<file path="config.mk">
export PLATFORM = sky130hd
export DESIGN_NAME = imucaf_dp
export DESIGN_NICKNAME = d
export VERILOG_FILES = /design/src/hdl/imucaf_pkg.sv /design/src/hdl/imucaf_dp.sv
export SDC_FILE = /design/constraint.sdc
export NUM_CORES = 2
export LEC_CHECK = 0
export BUFFER_PORTS_ARGS = -buffer_cell sky130_fd_sc_hd__buf_2
export CAP_MARGIN = 20
export CORE_UTILIZATION = 35
export CTS_BUF_LIST = sky130_fd_sc_hd__clkbuf_8
export CTS_CLUSTER_SIZE = 24
export DETAILED_ROUTE_END_ITERATION = 16
export HOLD_SLACK_MARGIN = 0.08
export SYNTH_ARGS = -nofsm -noshare
export SYNTH_HDL_FRONTEND = slang
export SYNTH_SLANG_ARGS = --single-unit
</file>
<file path="constraint.sdc">
create_clock -name clock -period 22.2 [get_ports clock]
set_input_delay 6.66 -clock clock [delete_from_list [all_inputs] [get_ports clock]]
set_output_delay 6.66 -clock clock [all_outputs]
set_load 0.005 [all_outputs]
</file>
<file path="src/hdl/imucaf_pkg.sv">
// ----------------------------------------------------------------------------
// IMU attitude filter package
// Shared constants, control types and arithmetic helpers for the filter.
// ----------------------------------------------------------------------------
`default_nettype none

package imucaf_pkg;

   // Default build values.
   localparam int DEF_CORDIC_STEPS    = 16;
   localparam int DEF_ANGLE_FRAC_BITS = 16;

   // Sequencer count width; covers the CORDIC passes and the divider digits.
   localparam int CNT_W = 7;

   // Gyro scale: 131 counts per deg/s and 1000 ms per second.
   localparam logic [16:0] GYRO_DIV  = 17'd131000;
   localparam logic [16:0] GYRO_HALF = 17'd65500;

   // Divider digit width and the matching reciprocal ceil(2^48 / 131000).
   // A partial dividend stays below 131000 * 2^14 < 2^31, where the
   // reciprocal product shifted down by 48 gives the exact quotient digit.
   localparam int          DIG_W      = 14;
   localparam logic [31:0] GYRO_RECIP = 32'd2148663945;

   // CORDIC constants.
   localparam logic [29:0]        INV_GAIN_Q30 = 30'd652032874;
   localparam logic signed [35:0] DEG180_Q24   = 36'sd3019898880;

   // Blend weight limits.
   localparam logic [15:0] BLEND_ONE   = 16'd32768;
   localparam logic [15:0] BLEND_RESET = 16'd32113;

   // Datapath operations.
   typedef enum logic [3:0] {
      OP_NONE,
      OP_LOAD,
      OP_GMUL,
      OP_DINIT,
      OP_DMUL,
      OP_DSTEP,
      OP_GADD,
      OP_CINIT,
      OP_CSTEP,
      OP_MMUL,
      OP_MEND,
      OP_CEND,
      OP_BMULG,
      OP_BMULA,
      OP_BLEND,
      OP_OUT
   } op_type;

   // Command from the controller to the datapath.
   typedef struct packed {
      op_type           op;
      logic [1:0]       axis;  // gyro axis: 0 pitch/X, 1 roll/Y, 2 yaw/Z
      logic             sel;   // CORDIC: 0 roll vector, 1 pitch vector; blend: 0 pitch, 1 roll
      logic [CNT_W-1:0] idx;   // CORDIC iteration number
   } cmd_type;

   // atan(2^-i) in degrees, Q8.24.
   function automatic logic [30:0] atan_q24(input logic [4:0] i);
      logic [30:0] r;
      case (i)
         5'd0:  r = 31'd754974720;
         5'd1:  r = 31'd445687602;
         5'd2:  r = 31'd235489088;
         5'd3:  r = 31'd119537938;
         5'd4:  r = 31'd60000934;
         5'd5:  r = 31'd30029717;
         5'd6:  r = 31'd15018523;
         5'd7:  r = 31'd7509720;
         5'd8:  r = 31'd3754917;
         5'd9:  r = 31'd1877466;
         5'd10: r = 31'd938734;
         5'd11: r = 31'd469367;
         5'd12: r = 31'd234684;
         5'd13: r = 31'd117342;
         5'd14: r = 31'd58671;
         5'd15: r = 31'd29335;
         5'd16: r = 31'd14668;
         5'd17: r = 31'd7334;
         5'd18: r = 31'd3667;
         5'd19: r = 31'd1833;
         5'd20: r = 31'd917;
         5'd21: r = 31'd458;
         5'd22: r = 31'd229;
         5'd23: r = 31'd115;
         default: r = 31'd0;
      endcase
      return r;
   endfunction

   // Clamp to the signed 32-bit range.
   function automatic logic signed [31:0] sat32(input logic signed [50:0] v);
      logic signed [31:0] r;
      if (v > 51'sd2147483647) begin
         r = 32'sh7fffffff;
      end else if (v < -51'sd2147483648) begin
         r = 32'sh80000000;
      end else begin
         r = v[31:0];
      end
      return r;
   endfunction

endpackage

`default_nettype wire

</file>
<file path="src/hdl/imucaf_dp.sv">
// ----------------------------------------------------------------------------
// IMU attitude filter datapath
// Shared multiplier, digit-wise reciprocal divider, CORDIC vectoring unit and
// angle state.
// ----------------------------------------------------------------------------
`default_nettype none

module imucaf_dp import imucaf_pkg::*; #(
   parameter int ANGLE_FRAC_BITS = DEF_ANGLE_FRAC_BITS
) (
   input  wire logic         clock,
   input  wire logic         reset,
   input  wire cmd_type      cmd,
   input  wire logic [127:0] req_tdata,
   input  wire logic         req_sample_valid,
   input  wire logic         csr_valid,
   input  wire logic [15:0]  csr_data,
   output logic [95:0]       rsp_tdata,
   output logic              rsp_status
);

   localparam int NUM_W = 48 + ANGLE_FRAC_BITS;
   localparam int NDIG  = (NUM_W + DIG_W - 1) / DIG_W;
   localparam int NPAD  = NDIG * DIG_W;
   localparam int X_W   = 34;
   localparam int Z_W   = 36;
   localparam logic signed [Z_W-1:0] Z_RND = Z_W'(1) << (23 - ANGLE_FRAC_BITS);

   // Architectural state.
   logic signed [31:0] roll_ff, pitch_ff, yaw_ff;
   logic [31:0]        last_time_ff;
   logic [15:0]        blend_weight_ff;

   // Sample registers.
   logic signed [15:0] ax_ff, ay_ff, az_ff, gx_ff, gy_ff, gz_ff;
   logic [31:0]        delta_ff;
   logic [15:0]        w_ff;
   logic               stat_ff;

   // Working registers.
   logic signed [65:0]    prod_ff;
   logic [NPAD-1:0]       num_ff;
   logic [16:0]           rem_ff;
   logic signed [31:0]    pg_ff, rg_ff;
   logic signed [X_W-1:0] x_ff, y_ff;
   logic signed [Z_W-1:0] z_ff;
   logic                  zero_ff;
   logic signed [32:0]    m_ff;
   logic signed [31:0]    acc_roll_ff, acc_pitch_ff;
   logic signed [49:0]    bl_ff;
   logic [95:0]           rsp_data_ff;
   logic                  rsp_stat_ff;

   assign rsp_tdata  = rsp_data_ff;
   assign rsp_status = rsp_stat_ff;

   // Gyro operand of the current axis.
   logic signed [15:0] g_sel;
   logic [15:0]        g_abs;
   always_comb begin
      case (cmd.axis)
         2'd0:    g_sel = gx_ff;
         2'd1:    g_sel = gy_ff;
         default: g_sel = gz_ff;
      endcase
      g_abs = g_sel[15] ? 16'(-g_sel) : g_sel;
   end

   // Partial dividend: the running remainder followed by the next digit.
   logic [30:0] div_t;
   logic [13:0] div_q;
   logic [30:0] div_qd;
   logic [30:0] div_r;
   always_comb begin
      div_t  = {rem_ff, num_ff[NPAD-1 -: DIG_W]};
      div_q  = prod_ff[61:48];
      div_qd = {17'b0, div_q} * {14'b0, GYRO_DIV};
      div_r  = div_t - div_qd;
   end

   // Shared multiplier operand selection.
   logic signed [32:0] mul_a, mul_b;
   logic               mul_en;
   always_comb begin
      mul_a  = '0;
      mul_b  = '0;
      mul_en = 1'b1;
      case (cmd.op)
         OP_GMUL: begin
            mul_a = {17'b0, g_abs};
            mul_b = {1'b0, delta_ff};
         end
         OP_DMUL: begin
            mul_a = {2'b0, div_t};
            mul_b = {1'b0, GYRO_RECIP};
         end
         OP_MMUL: begin
            mul_a = {1'b0, x_ff[31:0]};
            mul_b = {3'b0, INV_GAIN_Q30};
         end
         OP_BMULG: begin
            mul_a = {17'b0, w_ff};
            mul_b = 33'(cmd.sel ? rg_ff : pg_ff);
         end
         OP_BMULA: begin
            mul_a = {17'b0, 16'(BLEND_ONE - w_ff)};
            mul_b = 33'(cmd.sel ? acc_roll_ff : acc_pitch_ff);
         end
         default: mul_en = 1'b0;
      endcase
   end

   // Saturating gyro accumulation.
   logic [32:0]        inc_c;
   logic signed [31:0] g_base;
   logic signed [34:0] g_sum;
   always_comb begin
      inc_c = (|num_ff[NPAD-1:33]) ? '1 : num_ff[32:0];
      case (cmd.axis)
         2'd0:    g_base = pitch_ff;
         2'd1:    g_base = roll_ff;
         default: g_base = yaw_ff;
      endcase
      if (g_sel[15]) begin
         g_sum = 35'(g_base) - $signed({2'b0, inc_c});
      end else begin
         g_sum = 35'(g_base) + $signed({2'b0, inc_c});
      end
   end

   // CORDIC start vector with the left-half pre-rotation.
   logic signed [X_W-1:0] xi, yi;
   logic signed [X_W-1:0] ax_s;
   always_comb begin
      ax_s = {{(X_W-30){ax_ff[15]}}, ax_ff, 14'b0};
      if (cmd.sel) begin
         xi = X_W'(m_ff);
         yi = -ax_s;
      end else begin
         xi = {{(X_W-30){az_ff[15]}}, az_ff, 14'b0};
         yi = {{(X_W-30){ay_ff[15]}}, ay_ff, 14'b0};
      end
   end

   // CORDIC iteration.
   logic [4:0]            sh;
   logic signed [X_W-1:0] dx, dy;
   logic signed [Z_W-1:0] at;
   always_comb begin
      sh = cmd.idx[4:0];
      dx = y_ff >>> sh;
      dy = x_ff >>> sh;
      at = Z_W'(atan_q24(sh));
   end

   // Angle rounding to the output fraction.
   logic signed [Z_W-1:0] z_rnd;
   logic signed [31:0]    z_ang;
   always_comb begin
      z_rnd = (z_ff + Z_RND) >>> (24 - ANGLE_FRAC_BITS);
      z_ang = zero_ff ? 32'sd0 : z_rnd[31:0];
   end

   // Magnitude gain correction and blend sum.
   logic signed [65:0] m_rnd;
   logic signed [50:0] bsum;
   always_comb begin
      m_rnd = prod_ff + 66'sd536870912;
      bsum  = (51'(bl_ff) + 51'($signed(prod_ff[49:0])) + 51'sd16384) >>> 15;
   end

   // Architectural state and configuration.
   always_ff @(posedge clock) begin
      if (reset) begin
         roll_ff         <= '0;
         pitch_ff        <= '0;
         yaw_ff          <= '0;
         last_time_ff    <= '0;
         blend_weight_ff <= BLEND_RESET;
      end else begin
         if (csr_valid) begin
            blend_weight_ff <= csr_data;
         end
         if (cmd.op == OP_LOAD && req_sample_valid) begin
            last_time_ff <= req_tdata[127:96];
         end
         if (cmd.op == OP_GADD && cmd.axis == 2'd2) begin
            yaw_ff <= sat32(51'(g_sum));
         end
         if (cmd.op == OP_BLEND) begin
            if (cmd.sel) begin
               roll_ff <= sat32(bsum);
            end else begin
               pitch_ff <= sat32(bsum);
            end
         end
      end
   end

   // Working registers.
   always_ff @(posedge clock) begin
      if (mul_en) begin
         prod_ff <= mul_a * mul_b;
      end
      case (cmd.op)
         OP_LOAD: begin
            ax_ff    <= req_tdata[15:0];
            ay_ff    <= req_tdata[31:16];
            az_ff    <= req_tdata[47:32];
            gx_ff    <= req_tdata[63:48];
            gy_ff    <= req_tdata[79:64];
            gz_ff    <= req_tdata[95:80];
            delta_ff <= req_tdata[127:96] - last_time_ff;
            w_ff     <= (blend_weight_ff > BLEND_ONE) ? BLEND_ONE : blend_weight_ff;
            stat_ff  <= !req_sample_valid;
         end
         OP_DINIT: begin
            num_ff <= NPAD'({prod_ff[46:0], {ANGLE_FRAC_BITS{1'b0}}}) + NPAD'(GYRO_HALF);
            rem_ff <= '0;
         end
         // One quotient digit per step; the remainder carries into the next.
         OP_DSTEP: begin
            rem_ff <= div_r[16:0];
            num_ff <= {num_ff[NPAD-DIG_W-1:0], div_q};
         end
         OP_GADD: begin
            if (cmd.axis == 2'd0) begin
               pg_ff <= sat32(51'(g_sum));
            end else if (cmd.axis == 2'd1) begin
               rg_ff <= sat32(51'(g_sum));
            end
         end
         OP_CINIT: begin
            zero_ff <= (xi == '0) && (yi == '0);
            if (xi < 0) begin
               x_ff <= -xi;
               y_ff <= -yi;
               z_ff <= (yi >= 0) ? DEG180_Q24 : -DEG180_Q24;
            end else begin
               x_ff <= xi;
               y_ff <= yi;
               z_ff <= '0;
            end
         end
         OP_CSTEP: begin
            if (y_ff > 0) begin
               x_ff <= x_ff + dx;
               y_ff <= y_ff - dy;
               z_ff <= z_ff + at;
            end else begin
               x_ff <= x_ff - dx;
               y_ff <= y_ff + dy;
               z_ff <= z_ff - at;
            end
         end
         OP_MMUL:  acc_roll_ff <= z_ang;
         OP_MEND:  m_ff <= zero_ff ? 33'sd0 : m_rnd[62:30];
         OP_CEND:  acc_pitch_ff <= z_ang;
         OP_BMULA: bl_ff <= prod_ff[49:0];
         OP_OUT: begin
            rsp_data_ff <= {yaw_ff, pitch_ff, roll_ff};
            rsp_stat_ff <= stat_ff;
         end
         default: ;
      endcase
   end

endmodule

`default_nettype wire

</file>
==> results by group <==
Die
  – Top Ports: 259
  – Row count: around 180
  – Die X: between 400 and 500 um
  – Die ar.: 249300 um2
  – Initial Util: between 30% and 40%
  – DIE HEIGHT: approximately 500 um
  – Core box area: between 200000 and 250000 um2

Routing
  – Via Count: 67800
  – DRT antenna net count: 0
  – # DRC: 0
  – Initial DRT Pass Iterations: 9
  – Wire per inst: roughly 23 um
  – Avg Vias per Cell: between 5 and 6
  – Initial DRC Count: 6053
  – DRT Wirelength: 296.2 mm

Setup path
  – R2R setup slack: ~10 ns
  – Setup crit end kind: flip-flop
  – Arrival time worst endpoint: between 15 and 20 ns
  – Worst stage delay on the critical path: approximately 0.80 ns
  – Kind of critical path: input pin to flip-flop
  – Crit path top cell by count: fa_1
  – CP required: ~23 ns
  – Top delay family on crit path: adder cells
  – Worst R2R End: prod_ff[61]$_DFFE_PN_
  – Crit start category: input pin
  – RR Startpoint: gy_ff[6]$_DFFE_PN_
  – Crit path max fanout: 22
  – CP bufs+invs: 6
  – R2R cell count: 35
  – Crit-path slowest cell: a21oi_1

Finish
  – Fin util: between 30% and 40%
  – Share of layout cells above drive strength 1: between 8 and 9%
  – Non-filler instance count after layout: approximately 13000
  – Most common cell after layout, fill and taps aside: inv_1
  – Fin area: 95490 um2
  – Fin nets: ~11000
  – FF/Latch Area: about 24000 um2
  – Area grow syn2layout: 10.31%
  – Area of the multi-input gates: roughly 56000 um2
  – Fillers: 24360
  – Commonest cells after routing, fill and taps aside: 1530 x inv_1, 990 x nand2_1, 954 x fa_1, 700 x edfxtp_1, 682 x nor2_1

Synth
  – Post-synth ARST share: 0%
  – Post-synth top area share: about 24%
  – Yosys cell types: 94
  – Sequential share of the synthesized area: ~28%
  – Mapped Cells: about 9000
  – Ys Warns: 0
  – Post-synthesis register bit count: between 800 and 900
  – Synth top area cells: edfxtp_1 24%, fa_1 22%, ha_1 8.8%, inv_1 6.5%, nand2_1 4.3%
  – EDFF count, synth: 700
  – Syn Std Cell Area: just under 90000 um2
  – Most used flip-flop cell after synthesis: edfxtp_1
  – Area leader, netlist: edfxtp_1
  – Mean post-synth cell area: 9.634 um2

Clock network
  – CTS root buf: clkbuf_8
  – H-tree levels: 4
  – CTS tree: built
  – Clock buffer depth: 3
  – Sinks on Clock Net: 844
  – Num CTS Buffers: 140
  – Cts repair resizes: 0
  – Cts hold-fix bufs: 0
  – Setup bufs post-CTS: 0
  – Worst-Skew Late Latency: between 0.9 and 1 ns
  – Reg clk slew, reported paths: around 0.060 ns

Global route
  – Vias in the first global route: between 60000 and 70000
  – Largest net degree at the start of global routing: about 100
  – First-pass GRT wire length: 437.2 mm
  – Overflow after GRT: 0
  – GRT Overall Usage: between 20% and 30%
  – Initial antenna violation count: 22

Power
  – Peak supply drop: about 220 uV
  – PwrDens: between 100 and 150 nW/um2
  – Power, Total: 0.01031 W
  – Leakage: about 43 nW

Run status
  – Status: finished, final reports clean

Timing
  – Worst Max-Slew Pin Slew: around 1.3 ns
  – Hold Vio Cnt, Final: 0
  – Min Tclk post-route: 17.80 ns
  – RSZ-0062 raised after global routing: false
  – Setup-failing EPs final: 0
  – Clock skew: approximately 0.090 ns
  – Fmax achieved: ~56 MHz
  – Max-slew violation count: 0
  – Total Neg Setup Slack: 0 ns
  – Worst slew margin: between 10% and 20%
  – Final period util: 80.19%

Flow run
  – Max-cap viol count: 0

Worst hold path
  – Hold crit path type: flip-flop to flip-flop
  – WHS Endpoint: rsp_status$_DFFE_PN_
  – Min-delay src: stat_ff$_DFFE_PN_
  – Hold Path Stages: 0

Placed design
  – Port bufs: between 200 and 300
  – Post-detail-place hpwl: 236.8 mm
  – Placed cell area: 92410 um2
  – Dpl cells: 12400
  – GP Congestion: roughly 0.98
[cell families (layout without fill, tap and decap cells)]
| family | Yosys count | after routing | synth area share (%) |
|---|---|---|---|
| simple gates | 2427 | 2427 | 12.52 |
| compound gates | 1513 | 1513 | 11.24 |
| fa+ha+maj | 1561 | 1561 | 30.84 |
| other cells | 2 | 196 | 0.008676 |
| mux | 286 | 286 | 4.686 |
| buf+inv | 1872 | 2163 | 8.222 |
| xor+xnor | 480 | 480 | 4.865 |
| flops | 844 | 844 | 27.61 |
[where the power goes]
part	internal [W]	total, W	leakage [nW]	switching [W]
registers	0.00202	0.00216	7.68	0.000144
clock network	0.000740	0.00146	1.61	0.000724
logic	0.00271	0.00669	33.4	0.00398
total	0.00546	0.0103	42.7	0.00485
[synthesized netlist by cell type, types with 17 or more instances]
cell type	n
o31ai_1	26
edfxtp_1	700
dfxtp_1	144
a221o_1	18
inv_1	1500
o21ai_0	364
buf_1	47
ha_1	607
nor3b_1	19
mux2i_1	178
nand3_1	107
a211oi_1	72
xnor2_1	260
nor3_1	134
o211ai_1	24
fa_1	954
and3_1	81
a21o_1	135
a31oi_1	48
clkbuf_1	287
buf_2	27
or2_2	19
o21a_1	45
and2_1	66
o21bai_1	39
a211o_1	47
a21boi_0	17
nand4_1	36
or3_1	41
nor2b_1	76
xor2_1	219
mux4_2	86
nor4_1	34
a21oi_1	439
nor2_1	690
nand2b_1	86
o22ai_1	32
a211oi_2	20
nand2_1	991
[per-layer routing]
layer  wire, um  GRT usage, %
met2     137200         38.10
met4      18120         12.85
met1     118300         29.70
met5        134        0.2508
met3      22440         4.316
[registers in the layout, indices dropped and copies added, names as in the netlist, 33 cells and up]
signal / flops
x_ff: 34
rsp_tdata: 96
y_ff: 34
prod_ff: 63
num_ff: 70
bl_ff: 50
m_ff: 33
z_ff: 36
[how the worst max path moves through the flow]
stage / startpoint / end / slack, ns / cells after the start
after floorplan: cmd[11] / last_time_ff[10]$_SDFFE_PP0P_ / 3.30 / 8
after global placement: cmd[8] / prod_ff[62]$_DFFE_PN_ / 3.71 / 37
after detailed placement: cmd[8] / prod_ff[62]$_DFFE_PN_ / 3.62 / 37
after CTS: cmd[8] / prod_ff[62]$_DFFE_PN_ / 4.59 / 37
after global routing: cmd[8] / prod_ff[61]$_DFFE_PN_ / 4.09 / 36
final: cmd[8] / prod_ff[61]$_DFFE_PN_ / 4.40 / 36
[area by class of cell]
| cell class | count | share of cell area [%] |
|---|---|---|
| Clock inverter | 99 | 0.8779 |
| Multi-Input combinational cell | 6430 | 59.06 |
| Antenna cell | 33 | 0.08648 |
| Sequential cell | 844 | 25.03 |
| Clock buffer | 152 | 2.191 |
| Tap cell | 3220 | 4.219 |
| Inverter | 1502 | 5.904 |
| Timing Repair Buffer | 410 | 2.627 |
[through the flow]
step | hold WS [ns] | worst slack, ns
6_report | 0.4244 | 4.398
5_1_grt | 0.4400 | 4.087
4_1_cts | 0.4259 | 4.588
3_5_place_dp | 0.4128 | 3.625
3_3_place_gp | 0.4005 | 3.707
2_1_floorplan | 0.4003 | 3.305
[worst reg2reg max path, delay by kind of cell, from the launching register on]
family / cells / cell delay, ns
adder cells (fa/ha/maj): 9 / 4.69
multiplexers: 1 / 0.14
flip-flops: 1 / 0.36
buffers and inverters: 5 / 0.44
XOR/XNOR: 2 / 0.40
AND/OR/NAND/NOR: 9 / 2.30
AO/OA/AOI/OAI: 9 / 3.29
Note: power is estimated with default switching activity, not from simulation.
