File: config.mk
export PLATFORM = sky130hd
export DESIGN_NAME = imucaf_ctrl
export DESIGN_NICKNAME = d
export VERILOG_FILES = /design/src/hdl/imucaf_pkg.sv /design/src/hdl/imucaf_ctrl.sv
export SDC_FILE = /design/constraint.sdc
export NUM_CORES = 1
export LEC_CHECK = 0
export ABC_CLOCK_PERIOD_IN_PS = 5600
export BUFFER_PORTS_ARGS = -buffer_cell sky130_fd_sc_hd__buf_2
export CAP_MARGIN = 20
export CORE_ASPECT_RATIO = 0.6
export CORE_MARGIN = 4
export CORE_UTILIZATION = 45
export DETAILED_ROUTE_END_ITERATION = 8
export GPL_ROUTABILITY_DRIVEN = 0
export SLEW_MARGIN = 20
export SYNTH_ARGS = -nofsm -noshare
export SYNTH_HDL_FRONTEND = slang
export SYNTH_SLANG_ARGS = --single-unit
File: constraint.sdc
create_clock -name clock -period 5.6 [get_ports clock]
set_input_delay 0.28 -clock clock [delete_from_list [all_inputs] [get_ports clock]]
set_output_delay 0.28 -clock clock [all_outputs]
set_load 0.03 [all_outputs]
File: src/hdl/imucaf_pkg.sv
// ----------------------------------------------------------------------------
// IMU attitude filter package
// Shared constants, control types and arithmetic helpers for the filter.
// ----------------------------------------------------------------------------
`default_nettype none

package imucaf_pkg;

   // Default build values.
   localparam int DEF_CORDIC_STEPS    = 16;
   localparam int DEF_ANGLE_FRAC_BITS = 16;

   // Sequencer count width; covers the CORDIC passes and the divider digits.
   localparam int CNT_W = 7;

   // Gyro scale: 131 counts per deg/s and 1000 ms per second.
   localparam logic [16:0] GYRO_DIV  = 17'd131000;
   localparam logic [16:0] GYRO_HALF = 17'd65500;

   // Divider digit width and the matching reciprocal ceil(2^48 / 131000).
   // A partial dividend stays below 131000 * 2^14 < 2^31, where the
   // reciprocal product shifted down by 48 gives the exact quotient digit.
   localparam int          DIG_W      = 14;
   localparam logic [31:0] GYRO_RECIP = 32'd2148663945;

   // CORDIC constants.
   localparam logic [29:0]        INV_GAIN_Q30 = 30'd652032874;
   localparam logic signed [35:0] DEG180_Q24   = 36'sd3019898880;

   // Blend weight limits.
   localparam logic [15:0] BLEND_ONE   = 16'd32768;
   localparam logic [15:0] BLEND_RESET = 16'd32113;

   // Datapath operations.
   typedef enum logic [3:0] {
      OP_NONE,
      OP_LOAD,
      OP_GMUL,
      OP_DINIT,
      OP_DMUL,
      OP_DSTEP,
      OP_GADD,
      OP_CINIT,
      OP_CSTEP,
      OP_MMUL,
      OP_MEND,
      OP_CEND,
      OP_BMULG,
      OP_BMULA,
      OP_BLEND,
      OP_OUT
   } op_type;

   // Command from the controller to the datapath.
   typedef struct packed {
      op_type           op;
      logic [1:0]       axis;  // gyro axis: 0 pitch/X, 1 roll/Y, 2 yaw/Z
      logic             sel;   // CORDIC: 0 roll vector, 1 pitch vector; blend: 0 pitch, 1 roll
      logic [CNT_W-1:0] idx;   // CORDIC iteration number
   } cmd_type;

   // atan(2^-i) in degrees, Q8.24.
   function automatic logic [30:0] atan_q24(input logic [4:0] i);
      logic [30:0] r;
      case (i)
         5'd0:  r = 31'd754974720;
         5'd1:  r = 31'd445687602;
         5'd2:  r = 31'd235489088;
         5'd3:  r = 31'd119537938;
         5'd4:  r = 31'd60000934;
         5'd5:  r = 31'd30029717;
         5'd6:  r = 31'd15018523;
         5'd7:  r = 31'd7509720;
         5'd8:  r = 31'd3754917;
         5'd9:  r = 31'd1877466;
         5'd10: r = 31'd938734;
         5'd11: r = 31'd469367;
         5'd12: r = 31'd234684;
         5'd13: r = 31'd117342;
         5'd14: r = 31'd58671;
         5'd15: r = 31'd29335;
         5'd16: r = 31'd14668;
         5'd17: r = 31'd7334;
         5'd18: r = 31'd3667;
         5'd19: r = 31'd1833;
         5'd20: r = 31'd917;
         5'd21: r = 31'd458;
         5'd22: r = 31'd229;
         5'd23: r = 31'd115;
         default: r = 31'd0;
      endcase
      return r;
   endfunction

   // Clamp to the signed 32-bit range.
   function automatic logic signed [31:0] sat32(input logic signed [50:0] v);
      logic signed [31:0] r;
      if (v > 51'sd2147483647) begin
         r = 32'sh7fffffff;
      end else if (v < -51'sd2147483648) begin
         r = 32'sh80000000;
      end else begin
         r = v[31:0];
      end
      return r;
   endfunction

endpackage

`default_nettype wire

File: src/hdl/imucaf_ctrl.sv
// ----------------------------------------------------------------------------
// IMU attitude filter controller
// Sequences the gyro integration, the two CORDIC passes and the blends.
// ----------------------------------------------------------------------------
`default_nettype none

module imucaf_ctrl import imucaf_pkg::*; #(
   parameter int CORDIC_STEPS    = DEF_CORDIC_STEPS,
   parameter int ANGLE_FRAC_BITS = DEF_ANGLE_FRAC_BITS
) (
   input  wire logic    clock,
   input  wire logic    reset,
   input  wire logic    req_tvalid,
   input  wire logic    req_sample_valid,
   output logic         req_tready,
   input  wire logic    rsp_tready,
   output logic         rsp_tvalid,
   output cmd_type      cmd
);

   localparam int NUM_W = 48 + ANGLE_FRAC_BITS;
   localparam int NDIG  = (NUM_W + DIG_W - 1) / DIG_W;

   typedef enum logic [16:0] {
      S_IDLE   = 17'h00001,
      S_GMUL   = 17'h00002,
      S_DINIT  = 17'h00004,
      S_DSTEP  = 17'h00008,
      S_GADD   = 17'h00010,
      S_C1INIT = 17'h00020,
      S_C1STEP = 17'h00040,
      S_MMUL   = 17'h00080,
      S_MEND   = 17'h00100,
      S_C2INIT = 17'h00200,
      S_C2STEP = 17'h00400,
      S_C2END  = 17'h00800,
      S_BMULG  = 17'h01000,
      S_BMULA  = 17'h02000,
      S_BLEND  = 17'h04000,
      S_OUT    = 17'h08000,
      S_DMUL   = 17'h10000
   } state_type;

   state_type        state_ff, state_in;
   logic [CNT_W-1:0] cnt_ff, cnt_in;
   logic [1:0]       axis_ff, axis_in;
   logic             sel_ff, sel_in;
   logic             rsp_valid_ff, rsp_valid_in;
   logic             accept;
   logic             slot_free;

   assign accept     = req_tvalid && req_tready;
   assign slot_free  = !rsp_valid_ff || rsp_tready;
   assign req_tready = (state_ff == S_IDLE);
   assign rsp_tvalid = rsp_valid_ff;

   // Next state and counters.
   always_comb begin
      state_in     = state_ff;
      cnt_in       = cnt_ff;
      axis_in      = axis_ff;
      sel_in       = sel_ff;
      rsp_valid_in = rsp_valid_ff && !rsp_tready;
      unique case (state_ff)
         S_IDLE: begin
            axis_in = 2'd0;
            sel_in  = 1'b0;
            cnt_in  = '0;
            if (accept) begin
               state_in = req_sample_valid ? S_GMUL : S_OUT;
            end
         end
         S_GMUL:  state_in = S_DINIT;
         S_DINIT: state_in = S_DMUL;
         S_DMUL:  state_in = S_DSTEP;
         S_DSTEP: begin
            if (cnt_ff == CNT_W'(NDIG - 1)) begin
               cnt_in   = '0;
               state_in = S_GADD;
            end else begin
               cnt_in   = cnt_ff + 1'b1;
               state_in = S_DMUL;
            end
         end
         S_GADD: begin
            if (axis_ff == 2'd2) begin
               state_in = S_C1INIT;
            end else begin
               axis_in  = axis_ff + 1'b1;
               state_in = S_GMUL;
            end
         end
         S_C1INIT: state_in = S_C1STEP;
         S_C1STEP: begin
            if (cnt_ff == CNT_W'(CORDIC_STEPS - 1)) begin
               cnt_in   = '0;
               state_in = S_MMUL;
            end else begin
               cnt_in = cnt_ff + 1'b1;
            end
         end
         S_MMUL:   state_in = S_MEND;
         S_MEND:   state_in = S_C2INIT;
         S_C2INIT: state_in = S_C2STEP;
         S_C2STEP: begin
            if (cnt_ff == CNT_W'(CORDIC_STEPS - 1)) begin
               cnt_in   = '0;
               state_in = S_C2END;
            end else begin
               cnt_in = cnt_ff + 1'b1;
            end
         end
         S_C2END: state_in = S_BMULG;
         S_BMULG: state_in = S_BMULA;
         S_BMULA: state_in = S_BLEND;
         S_BLEND: begin
            if (sel_ff) begin
               state_in = S_OUT;
            end else begin
               sel_in   = 1'b1;
               state_in = S_BMULG;
            end
         end
         S_OUT: begin
            if (slot_free) begin
               rsp_valid_in = 1'b1;
               state_in     = S_IDLE;
            end
         end
         default: state_in = S_IDLE;
      endcase
   end

   // Command decode.
   always_comb begin
      cmd.op   = OP_NONE;
      cmd.axis = axis_ff;
      cmd.sel  = sel_ff;
      cmd.idx  = cnt_ff;
      unique case (state_ff)
         S_IDLE:   cmd.op = accept ? OP_LOAD : OP_NONE;
         S_GMUL:   cmd.op = OP_GMUL;
         S_DINIT:  cmd.op = OP_DINIT;
         S_DMUL:   cmd.op = OP_DMUL;
         S_DSTEP:  cmd.op = OP_DSTEP;
         S_GADD:   cmd.op = OP_GADD;
         S_C1INIT: begin
            cmd.op  = OP_CINIT;
            cmd.sel = 1'b0;
         end
         S_C1STEP: cmd.op = OP_CSTEP;
         S_MMUL:   cmd.op = OP_MMUL;
         S_MEND:   cmd.op = OP_MEND;
         S_C2INIT: begin
            cmd.op  = OP_CINIT;
            cmd.sel = 1'b1;
         end
         S_C2STEP: cmd.op = OP_CSTEP;
         S_C2END:  cmd.op = OP_CEND;
         S_BMULG:  cmd.op = OP_BMULG;
         S_BMULA:  cmd.op = OP_BMULA;
         S_BLEND:  cmd.op = OP_BLEND;
         S_OUT:    cmd.op = slot_free ? OP_OUT : OP_NONE;
         default:  cmd.op = OP_NONE;
      endcase
   end

   // State registers.
   always_ff @(posedge clock) begin
      if (reset) begin
         state_ff     <= S_IDLE;
         cnt_ff       <= '0;
         axis_ff      <= 2'd0;
         sel_ff       <= 1'b0;
         rsp_valid_ff <= 1'b0;
      end else begin
         state_ff     <= state_in;
         cnt_ff       <= cnt_in;
         axis_ff      <= axis_in;
         sel_ff       <= sel_in;
         rsp_valid_ff <= rsp_valid_in;
      end
   end

endmodule

`default_nettype wire

==> out/results.md, run 1 <==
| Quantity | Value |
|:---|:---|
| Gate count after technology mapping | 199 |
| Dominant register cell in the synthesized netlist | sky130_fd_sc_hd__dfxtp_1 |
| Number of cell instances on the worst register-to-register path | 6 |
| Placed insts | 259 |
| Number of H-tree levels | 1 |
| Worst hold path stage count | 2 |
| HPWL after detailed placement | 3.34 mm |
| Hold Buf Count CTS | 0 |
| Power density over the cells | 255 nW/um^2 |
| Detailed Route WL | 4.38 mm |
| End of the worst hold path | state_ff[0]$_SDFFE_PP1P_ |
| Number of global-route vias before repair | 1465 |
| LEAKAGE | 0.000737 uW |
| Maximum fanout encountered on the critical timing path | 11 |
| Number of DRC violations after detailed routing | 0 |
| Nets | 225 |
| Clock root buffer | sky130_fd_sc_hd__clkbuf_8 |
| Clock tree from TritonCTS | yes |
| Number of pins exceeding their max-slew limit in the final report | 0 |
| Share of the clock period used by the worst path | 54.5% |
| Initial cell density of the core | 46.7% |
| Class of the tightest hold or removal check | input port to register |
| Port Buffers | 20 |
| Origin of the critical flop-to-flop path | state_ff[12]$_SDFFE_PP0P_ |
| Mapped Nets | 207 |
| Data required, critical path | 5.32 ns |
| Number of detailed-routing iterations run before antenna repair | 5 |
| Number of resized instances in the post-cts repair step | 0 |
| DIE AREA | 4880 sq um |
| Final Critical Period | 3.05 ns |
| Share of synthesized registers carrying an async set or reset | 0% |
| Antenna cells | 0 |
| Initial antenna violation count | 0 |
| Aggregate negative setup slack | 0 ns |
| Synthesis warning total | 0 |
| Reg2Reg Capture Point | state_ff[7]$_SDFFE_PP0P_ |
| Clk buf depth | 2 |
| WL per Instance | 16.6 um |
| Antenna violation net count after detailed routing | 0 |
| Average vias per placed instance | 6.10 |
| Clock buffer count from CTS | 3 |
| Count of unique library cells instantiated by Yosys | 58 |
| P_int | 334 uW |
| Initial detailed-routing violation count | 212 |
| Sequential-to-total area share from yosys stat | 32.8% |
| Worst-Skew Late Latency | 0.28 ns |
| Clock network fraction of design power | 33.1% |
| Number of hold violations in the final report | 0 |
| Global-route wire length before repair | 7.49 mm |
| Maximum number of pins on one net before global-route repair | 24 |
| Actual slew at the worst max-slew pin | 0.666 ns |
| Run status | finished clean |
| Switching pwr | 151 uW |
| Largest voltage drop on the vdd net | 104 uV |
| Leftover overflow at the end of global routing | 0 |
| Clock sinks | 28 |
| Maxcap violations | 0 |
| Final Hold Slack | 0.246 ns |
| Data arrival time at the worst-slack endpoint | 2.77 ns |
| Setup violation total in the final timing report | 0 |
| Proportion of layout cells with a drive suffix above 1 | 20.8% |
| Flop pwr share | 43.5% |
| Post-synthesis instance area | 1710 sq um |
| Die Width | 87.5 um |
| Number of register bits inferred by synthesis | 28 |
| Maximum clock frequency | 328 MHz |
| Average size of a mapped cell | 8.58 sq um |
| Setup CP Type | register to output pin |
| Fraction of power spent switching nets | 31.1% |
| Reg-to-reg slack, setup | 2.83 ns |
| Setup clock skew after layout | 0.00438 ns |
| Crit path from | state_ff[12]$_SDFFE_PP0P_ |
| Area of the core region | 3660 sq um |
| Setup repair after global routing missed its margin | false |
| Post-synth EDFFs | 0 |
| Type of element launching the critical path | register |
| CP endpoint kind | output pin |
| Layout-stage area growth over the synthesis result | 11.1% |
| Fin cells | 263 |
| Total number of placement rows | 17 |
| Die Y-Extent | 55.7 um |
| Clock-pin slew on the worst setup and hold paths | 0.09 ns |
| Via count | 1605 |
| Worst rel slew slack | 55.3% |
| I/O pins | 21 |
| Hold path startpoint | req_tvalid |
| Post-CTS setup buffer count | 0 |
| Part of the power in combinational logic | 23.4% |
| Global-route usage over all layers | 19.3% |
[cell usage in the layout, fill, tap and decap left out, drive strengths merged, types with 2 or more instances in the layout]
master  count
o211ai      2
nor3b       3
a21oi      12
nor2       19
ha          3
nand2b      8
nor4        8
nor4b       3
nor3       13
nand4b      3
or3         3
buf        20
nand3       5
nand4       7
dfxtp      28
a311oi      3
nor2b       4
clkbuf      3
nand2      17
a31oi       3
xor2        3
a41oi       2
xnor2       3
inv         5
mux2        2
and3        3
or2         3
o21ai       8
[per-layer routing]
metal  share of wire, %  vias up  track usage, %  wire, um
met5                  0        -               0         0
met4               0.75        0            2.63        33
met3                7.7        7            4.14       336
met2                 42       61            27.4      1830
met1                 50      761            30.1      2180
li1                   -      776               -         -
[synth_stat cells (3+ instances only)]
library cell               count  area, sq um
sky130_fd_sc_hd__nand4b_1      3         26.3
sky130_fd_sc_hd__inv_1         5         18.8
sky130_fd_sc_hd__nor2b_1       4         25.0
sky130_fd_sc_hd__and3_1        3         18.8
sky130_fd_sc_hd__nor3_1       12         60.1
sky130_fd_sc_hd__or3_1         3         18.8
sky130_fd_sc_hd__o21ai_0       7         35.0
sky130_fd_sc_hd__xor2_1        3         26.3
sky130_fd_sc_hd__nor4b_1       3         26.3
sky130_fd_sc_hd__dfxtp_1      28          561
sky130_fd_sc_hd__nor2_1       19         71.3
sky130_fd_sc_hd__nor4_2        3         37.5
sky130_fd_sc_hd__xnor2_1       3         26.3
sky130_fd_sc_hd__or2_2         3         18.8
sky130_fd_sc_hd__nand4_1       6         37.5
sky130_fd_sc_hd__ha_1          3         37.5
sky130_fd_sc_hd__a21oi_1      12         60.1
sky130_fd_sc_hd__nand2_1      17         63.8
sky130_fd_sc_hd__a31oi_1       3         18.8
sky130_fd_sc_hd__nor4_1        3         18.8
sky130_fd_sc_hd__nand2b_1      8         50.1
sky130_fd_sc_hd__nand3_1       5         25.0
[final cells by class]
type,count,area [sq um]
inverters,6,27.5
well taps,47,58.8
flip-flops and latches,28,561
repair buffers,20,100
multi-input cells,158,1080
fillers,374,1760
clock inverters,1,30.0
clock buffers,3,41.3
[worst max path at each step]
stage | end | slack (ns)
5_1_grt | cmd[12] | 2.41
4_1_cts | cmd[10] | 2.43
6_report | cmd[12] | 2.55
2_1_floorplan | cmd[10] | 3.40
3_5_place_dp | state_ff[7]$_SDFFE_PP0P_ | 2.66
3_3_place_gp | state_ff[7]$_SDFFE_PP0P_ | 2.80
[metrics by stage]
step | area [sq um] | setup slack [ns] | total power (uW) | utilization, %
detailed placement | 1820 | 2.66 | 325 | 49.7
global route | 1900 | 2.41 | 508 | 51.8
floorplan | 1710 | 3.40 | 311 | -
finish | 1900 | 2.55 | 484 | 51.8
global placement | 1820 | 2.80 | 323 | 49.7
CTS | 1890 | 2.43 | 486 | 51.6
[power by group through the flow]
stage / Combinational [uW] / Clock (uW) / Sequential [uW]
3_3_place_gp: 108 / 0 / 215
3_5_place_dp: 110 / 0 / 215
4_1_cts: 110 / 165 / 210
5_1_grt: 122 / 174 / 212
2_1_floorplan: 97.7 / 0 / 213
6_report: 113 / 160 / 211
[registers in the layout (all words and copies together), names as in the netlist]
name        flops
axis_ff         2
rsp_tvalid      1
state_ff       17
sel_ff          1
cnt_ff          7
[worst max-delay path: stages, from the launching register on]
cell and delay, ns:
sky130_fd_sc_hd__dfxtp_1 0.40, sky130_fd_sc_hd__nor4_4 0.39, sky130_fd_sc_hd__nand3_1 0.43, sky130_fd_sc_hd__or4b_1 0.75
sky130_fd_sc_hd__o311a_4 0.20, sky130_fd_sc_hd__nand4_1 0.10, sky130_fd_sc_hd__buf_2 0.21
[cells by family after synthesis]
kind of cell | after synthesis | synth area share (%)
XOR/XNOR | 6 | 3.08
flip-flops | 28 | 32.8
AO/OA/AOI/OAI | 40 | 17.3
multiplexers | 2 | 1.32
adder cells (fa/ha/maj) | 3 | 2.20
AND/OR/NAND/NOR | 107 | 38.8
buffers and inverters | 13 | 4.54
Power figures use the tool's default switching activity.
==> run 2: changes to the inputs <==
ABC_CLOCK_PERIOD_IN_PS = 2900   (was 5600)
clock period = 2.9 ns   (was 5.6 ns; I/O delays follow)
==> run 2 against run 1 <==
Flip-flop and latch count did not move. Hold slack got worse by 0.12 ns. Die area did not move. First-iteration DRC count fell by 21%. Global-route usage rose by 0.66 points. Clock power rose by 97%.
==> out/results.md, run 2 (synthesis results as in run 1) <==
| Quantity | Value | vs previous |
|:---|:---|:---|
| Run status | finished clean |  |
| Number of hold violations in the final report | 0 | unchanged |
| Setup clock skew after layout | 0.00643 ns | +0.00205 ns |
| Class of the tightest hold or removal check | input port to register |  |
| HPWL after detailed placement | 3.56 mm | +6.7% |
| Layout-stage area growth over the synthesis result | 11.9% |  |
| Number of detailed-routing iterations run before antenna repair | 5 | unchanged |
| Filler cell count in the final layout | 350 | -6.4% |
| Clock sinks | 28 | unchanged |
| Leftover overflow at the end of global routing | 0 | unchanged |
| Hold Buf Count CTS | 0 | unchanged |
| Initial detailed-routing violation count | 168 | -21% |
| Global-route usage over all layers | 20.0% | +0.66 points |
| Maximum fanout encountered on the critical timing path | 6 | -5 |
| LEAKAGE | 0.000744 uW | +0.93% |
| Overall Power | 948 uW | +96% |
| Port Buffers | 20 | unchanged |
| Area used by multi-input combinational logic | 1070 sq um | -0.81% |
| Initial antenna violation count | 0 | unchanged |
| Number of H-tree levels | 1 | unchanged |
| Antenna cells | 0 | unchanged |
| Number of resized instances in the post-cts repair step | 0 | unchanged |
| Type of element launching the critical path | register |  |
| Die Y-Extent | 55.7 um | unchanged |
| Clock buffer count from CTS | 3 | unchanged |
| Clock root buffer | sky130_fd_sc_hd__clkbuf_8 |  |
| CP max stage cell | sky130_fd_sc_hd__or4b_1 |  |
| Clock network fraction of design power | 33.3% | +0.2 points |
| Final std cell area, no fill | 1910 sq um | +0.73% |
| Number of buffers and inverters on the critical path | 1 | unchanged |
| Flip-flop count of the largest register, all copies and words added | 17 | unchanged |
| Initial cell density of the core | 46.7% | unchanged |
| Die Width | 87.5 um | unchanged |
| Largest voltage drop on the vdd net | 284 uV | +170% |
| Setup repair after global routing missed its margin | false |  |
| Number of pins exceeding their max-slew limit in the final report | 0 | unchanged |
| Critical path's largest stage delay | 0.66 ns | -0.09 ns |
| Maximum number of pins on one net before global-route repair | 24 | unchanged |
| Power density over the cells | 496 nW/um^2 | +94% |
| Clk buf depth | 2 | unchanged |
| Maximum clock frequency | 388 MHz |  |
| Global-route wire length before repair | 7.82 mm | +4.4% |
| Largest reg by FF count | state_ff |  |
| Average vias per placed instance | 6.28 | +2.9% |
| Regs by FF count | state_ff (17), cnt_ff (7), axis_ff (2) |  |
| CP endpoint kind | output pin |  |
| Reg-to-reg slack, setup | 0.37 ns | -2.46 ns |
| Flop pwr share | 43.0% | -0.5 points |
| Data arrival time at the worst-slack endpoint | 2.43 ns | -0.34 ns |
| Clock-pin slew on the worst setup and hold paths | 0.09 ns | about the same |
| I/O pins | 21 | unchanged |
| Number of DRC violations after detailed routing | 0 | unchanged |
| Actual slew at the worst max-slew pin | 0.645 ns | -0.0207 ns |
| Number of global-route vias before repair | 1537 | +4.9% |
| P_int | 648 uW | +94% |
| Switching pwr | 300 uW | +99% |
| Worst rel slew slack | 56.4% | +1.1 points |
| Share of the clock period used by the worst path | 88.8% |  |
| Final Critical Period | 2.58 ns |  |
| Critical Path, Cell by Cell | nor3_2 -> nand3_1 -> or4b_1 -> o311a_4 -> nand4_1 -> buf_2 |  |
| Area of the core region | 3660 sq um | unchanged |
| Highest-count cells in the layout ignoring fill and taps | sky130_fd_sc_hd__dfxtp_1, sky130_fd_sc_hd__buf_2, sky130_fd_sc_hd__nor2_1, sky130_fd_sc_hd__nand2_1 |  |
| Setup CP Type | register to output pin |  |
| Data required, critical path | 2.76 ns | -2.56 ns |
| Antenna violation net count after detailed routing | 0 | unchanged |
| Post-CTS setup buffer count | 0 | unchanged |
| Setup violation total in the final timing report | 0 | unchanged |
| Nets | 228 | +1.3% |
| WL per Instance | 17.8 um | +6.8% |
| Proportion of layout cells with a drive suffix above 1 | 21.9% | +1.1 points |
| Maxcap violations | 0 | unchanged |
| Part of the power in combinational logic | 23.7% | +0.3 points |
| Worst-Skew Late Latency | 0.29 ns | about the same |
| Post-Place Cell Area | 1840 sq um | +1.2% |
| CP delay by family, top | simple AND/OR/NAND/NOR gates |  |
| Via count | 1671 | +4.1% |
| Leading cell type in the layout, fill and taps excluded | sky130_fd_sc_hd__dfxtp_1 |  |
| Clock tree from TritonCTS | yes |  |
| Fraction of power spent switching nets | 31.6% | +0.52 points |
| Detailed Route WL | 4.73 mm | +8.0% |
| DIE AREA | 4880 sq um | unchanged |
| Total number of placement rows | 17 | unchanged |
| Aggregate negative setup slack | 0 ns | unchanged |
| Area taken by flip-flops and latches | 561 sq um | unchanged |
[run 2: cell types whose count changed in the layout (fill, tap and decap cells not counted), sizes merged]
cell  previous run  this run
buf             20        23
[run 2: power groups by stage]
stage,clock [uW],combinational (uW),sequential [uW]
6_report,316,225,408
5_1_grt,335,240,410
4_1_cts,322,221,406
3_5_place_dp,0,220,415
3_3_place_gp,0,218,415
2_1_floorplan,0,189,412
[run 2: area by class of cell]
cell class	instances	area share, %
tap	47	3.08
inverter	6	1.44
timing repair buffer	23	6.42
clock buffer	3	2.16
sequential	28	29.3
clock inverter	1	1.57
multi-input combinational	158	56.0
[run 2: final timing paths]
| check | start | to | depth (start not counted) |
|---|---|---|---|
| worst max-delay path | state_ff[2]$_SDFFE_PP0P_ | cmd[12] | 6 |
| worst max register to register | state_ff[8]$_SDFFE_PP0P_ | state_ff[16]$_SDFFE_PP0P_ | 8 |
| worst min register to register | state_ff[16]$_SDFFE_PP0P_ | state_ff[3]$_SDFFE_PP0P_ | 2 |
| worst min-delay path | req_tvalid | state_ff[0]$_SDFFE_PP1P_ | 2 |
[run 2: through the flow]
step                cells  hold slack, ns  utilization [%]  setup WS, ns
floorplan             199           0.256                -         0.771
global placement      262           0.410             50.3         0.549
detailed placement    262           0.420             50.3         0.488
CTS                   266           0.117             52.2         0.357
global route          266           0.129             52.2         0.184
finish                266           0.130             52.2         0.324
[run 2: routing by layer]
layer | GRT usage, % | part of all wire (%) | vias to the layer above
li1 | - | - | 789
met1 | 31.1 | 49 | 805
met2 | 27.4 | 42 | 69
met3 | 5.33 | 8.2 | 8
met4 | 3.28 | 1.1 | 0
met5 | 0 | 0 | -
